$ cat src/design/qau_pkg.sv
// Shared widths, operation codes and constants of the quaternion arithmetic unit.
package qau_pkg;

   localparam int WORD_BITS = 32;
   localparam int FRAC_BITS = 29;
   localparam int OP_BITS   = 2;
   localparam int PROD_BITS = 2 * WORD_BITS;
   localparam int SUM_BITS  = 2 * WORD_BITS + 4;
   localparam int NUM_PROD  = 16;
   localparam int NUM_OUT   = 9;

   localparam int REQ_FIELD_BITS = OP_BITS + 8 * WORD_BITS;
   localparam int REQ_DATA_BITS  = ((REQ_FIELD_BITS + 7) / 8) * 8;
   localparam int RSP_FIELD_BITS = NUM_OUT * WORD_BITS;
   localparam int RSP_DATA_BITS  = ((RSP_FIELD_BITS + 7) / 8) * 8;

   localparam logic [OP_BITS-1:0] OP_MUL    = 2'd0;
   localparam logic [OP_BITS-1:0] OP_ROTVEC = 2'd1;
   localparam logic [OP_BITS-1:0] OP_MATRIX = 2'd2;

   localparam logic [WORD_BITS-1:0] WORD_MAX = {1'b0, {(WORD_BITS-1){1'b1}}};
   localparam logic [WORD_BITS-1:0] WORD_MIN = {1'b1, {(WORD_BITS-1){1'b0}}};

   localparam logic signed [SUM_BITS-1:0] SUM_WORD_MAX =
      {{(SUM_BITS-WORD_BITS+1){1'b0}}, {(WORD_BITS-1){1'b1}}};
   localparam logic signed [SUM_BITS-1:0] SUM_WORD_MIN =
      {{(SUM_BITS-WORD_BITS+1){1'b1}}, {(WORD_BITS-1){1'b0}}};

endpackage

$ cat src/design/qau_round_sat.sv
// Rounding shift and saturation of one accumulated result element.
module qau_round_sat
   import qau_pkg::*;
(
   input  logic signed [SUM_BITS-1:0]  acc,
   input  logic                        used,
   output logic        [WORD_BITS-1:0] res,
   output logic                        sat
);

   logic signed [SUM_BITS-1:0] shifted;
   logic                       over;
   logic                       under;

   always_comb begin
      shifted = acc >>> FRAC_BITS;
      over    = shifted > SUM_WORD_MAX;
      under   = shifted < SUM_WORD_MIN;
      if (!used) begin
         res = '0;
      end else if (over) begin
         res = WORD_MAX;
      end else if (under) begin
         res = WORD_MIN;
      end else begin
         res = shifted[WORD_BITS-1:0];
      end
      sat = used && (over || under);
   end

endmodule

$ cat config.mk
export PLATFORM = sky130hd
export DESIGN_NAME = qau_round_sat
export DESIGN_NICKNAME = d
export VERILOG_FILES = /design/src/design/qau_pkg.sv /design/src/design/qau_round_sat.sv
export SDC_FILE = /design/constraint.sdc
export NUM_CORES = 1
export LEC_CHECK = 0
export BUFFER_PORTS_ARGS = -buffer_cell sky130_fd_sc_hd__buf_2
export CORE_MARGIN = 2
export CORE_UTILIZATION = 24
export DETAILED_ROUTE_END_ITERATION = 16
export PLACE_DENSITY = 0.92
export SYNTH_ARGS = -nofsm -noshare
export SYNTH_HDL_FRONTEND = slang
export SYNTH_SLANG_ARGS = --single-unit
$ cat constraint.sdc
create_clock -name vclk -period 2.6
set_input_delay 0.52 -clock vclk [all_inputs]
set_output_delay 0.52 -clock vclk [all_outputs]
set_load 0.01 [all_outputs]
# Word-level counts from Yosys, hierarchy flattened
# Cells that the tools add are included.
[op_classes] muxes=3 n_div=0 n_bitwise=0 addsub=0 n_mul=0 order_cmp=2 n_shift=0 reduce_logical=2 eq_ne=0
[op_table] op="32-bit two-way mux" count=3
[op_table] op="39-bit by 32-bit greater-than comparator with 1-bit output (second input constant)" count=1
[op_table] op="39-bit by 32-bit < comparator with 1-bit output (second input constant)" count=1
[op_table] op="1-bit logical AND" count=1
[op_table] op="1-bit logical OR" count=1
[totals] latch_bits=0 mem_count=0 mem_bits_ro=0 output_inout_bits=33 ram_bits=0 ff_bits=0 elab_cells=7

# Depth between registers and ports, before layout
[depth] word_depth=4 depth_mapped=4

# Least setup slack after synthesis
# No wires, ideal clock.
[synth_path] kind="input -> output" from="input acc[63]" to="output res[10]" slack_ns=0.765 arrival_time_ns=1.315 required_ns=2.080 n_path_buf=1 cell_stages=4 path_cell_list="nor4_4 a31oi_2 buf_6 a21o_1"
[synth_between] elab_chain_cells=4 elab_cells_between_ends=5
[synth_rtl] item="from (decl)" line="qau_round_sat.sv:5" source="input logic signed [SUM_BITS-1:0] acc,"
[synth_rtl] item="39-bit by 32-bit < comparator with 1-bit output" line="qau_round_sat.sv:18" source="under = shifted < SUM_WORD_MIN;"
[synth_rtl] item="32-bit two-way mux" line="qau_round_sat.sv:23" source="end else if (under) begin"
[synth_rtl] item="32-bit two-way mux (*)" line="qau_round_sat.sv:21" source="end else if (over) begin"
[synth_rtl] item="32-bit two-way mux (*)" line="qau_round_sat.sv:19" source="if (!used) begin"
[synth_rtl] item="to (decl)" line="qau_round_sat.sv:7" source="output logic [WORD_BITS-1:0] res,"
# Every way passes the cells marked *; elsewhere a longest branch is shown, timed or not.

# Final worst setup path
[layout_path] from="input acc[63]" to="output res[0]"
# The elaborated chain is that of the path after synthesis.

==> flow_summary.yaml <==
power_and_ir_drop:
  p_per_area_nw_per_um2: 198
  comb_power_share_pct: 100.0
  pwr-share-seq_pct: 0
  p_switching_w: 0.0000715
  swShare_pct: 49.3
  leakage_nw: 0.602
  power.share.clock_pct: 0
  peakVddDrop_v: 0.000105
  p_int_w: 0.0000736
floorplan:
  coreArea_sq_um: 1510
  ioPinCount: 102
  die_x_microns: 44.1
  die_y_microns: 44.1
  initial_core_util_pct: 25.7
  die_area_sq_um: 1950
  rows: 14
drt:
  drtAntennaViolNets: 0
  routedWlPerCell_microns: 11.8
  wl_mm: 1.59
  post_drt_via_cell_ratio: 4.92
  drt_iter0_drc: 12
  drc: 0
  vias: 664
  first_pass_iters: 6
logic_synthesis:
  synth_cell_types: 14
  yosys-top-cells-area: "a21o_1 (58%), buf_6 (8.7%), buf_4 (5.8%)"
  syn_area_sq_um: 387
  syn_inst: 50
  avgSynthCellArea_sq_um: 7.73
  synth-seq-area-share_pct: 0
  yosys_warnings: 0
  synth_top_cell_by_area: "a21o_1"
  netlist_top_cells_count: "a21o_1 (30), buf_4 (3), buf_6 (3), nand4_1 (3), inv_1 (2)"
  synth_most_common_cell: "a21o_1"
  synth_top_cell_area_share_pct: 58.3
  syn-num-nets: 119
timing:
  fmax_mhz: 468
  layout_setup_ws_ps: 463
  setup_viol: 0
  slew_violations: 0
  final_hold_viol_count: 0
  slew_headroom_pct: 80.6
  rsz0062_at_grt: "false"
  fin_crit_ps: 2140
  fin_tns_setup_ps: 0
  worst_pin_slew_ps: 291
  period_share_pct: 82.2
worst_setup_path:
  end_kind: "primary output"
  critPathKind: "in2out"
  worst-endpoint-arrival_ps: 1620
  crit_path_start_kind: "primary input"
  path_max_fanout: 31
  cp.required_ps: 2080
placed_design:
  pre_cts_slack_ps: 449
  place_congestion: 0.774
  numPlacedInstances: 135
  numPortBuffers: 73
  dp_hpwl_mm: 1.31
clock_network:
  post_cts_resized: 0
  cts_setup_buffers: 0
  ctsHoldBuffers: 0
global_route:
  grtUsageMet2_pct: 28.5
  grt_max_degree: 32
  grt_use_total_pct: 14.3
  grt_pass1_vias: 548
  antenna_found_initial: 0
  globalRouteOverflowTotal: 0
  grt_util_met3_pct: 0.816
  grt_busiest_layer: "met2"
  grt_util_met1_pct: 17.6
  grt_pass1_wl_mm: 2.23
cells_and_area:
  seq_cell_count: 0
  final_cells: 135
  nClkBuffers: 0
  n_antenna_cell: 0
  seq_area_sq_um: 0
  finish.utilization_pct: 48.8
  syn2layout_area_growth_pct: 90.0
  nNetsFinal: 190
  drive_above_1_share_pct: 66.4
outcome:
  status: "complete, no violations"
run:
  cap_violations: 0
min_path:
  hp-class: "in2out"
-- path summary, 6_finish.rpt --
path	start	endpoint	slack, ps	cells after the start
max	acc[63]	res[0]	460	6
min	acc[53]	res[24]	1320	3
-- cell usage in the layout, fill, tap and decap left out --
cell type  instances
inv_1              2
nand2b_1           1
a21o_1            30
buf_4              2
buf_2             73
o21ai_2            1
a21o_2             1
a31oi_2            1
nand3_1            1
nand4_1            3
and2_1             1
o311a_1            1
nor4_4             1
nor2_1             1
-- through the flow --
stage / hold WS (ps) / area [sq um] / power (W)
after floorplan: 1160 / 387 / 0.0000780
after detailed placement: 1310 / 734 / 0.000146
after global routing: 1330 / 734 / 0.000158
after CTS: 1320 / 734 / 0.000147
final: 1320 / 734 / 0.000145
after global placement: 1320 / 734 / 0.000144
-- power by group through the flow --
stage	clock [W]	sequential [W]	combinational [W]
2_1_floorplan	0	0	0.0000780
3_3_place_gp	0	0	0.000144
3_5_place_dp	0	0	0.000146
4_1_cts	0	0	0.000147
5_1_grt	0	0	0.000158
6_report	0	0	0.000145
-- per-layer routing --
layer / share of wire (%) / up-vias / routed length, microns
li1: - / 326 / -
met1: 41 / 295 / 649
met2: 48 / 43 / 763
met3: 11 / 0 / 176
met4: 0 / 0 / 0
met5: 0 / - / 0
-- area by class of cell --
class,instances,area [sq um]
Multi-Input combinational cell,42,327
Tap cell,16,20.0
Fill cell,167,772
Inverter,2,7.51
Timing Repair Buffer,75,380
-- critical path, stage by stage --
cell     delay, ps
buf_2          120
nor4_4         290
a31oi_2        110
buf_4          230
a21o_2         200
buf_2          130
-- kinds of logic (layout without fill, tap and decap cells) --
kind of cell    after synthesis  after routing  synth area share [%]
buf+inv                       8             77                  16.5
compound gates               34             34                  67.6
simple gates                  8              8                  15.9
(Power assumes the default switching activity.)
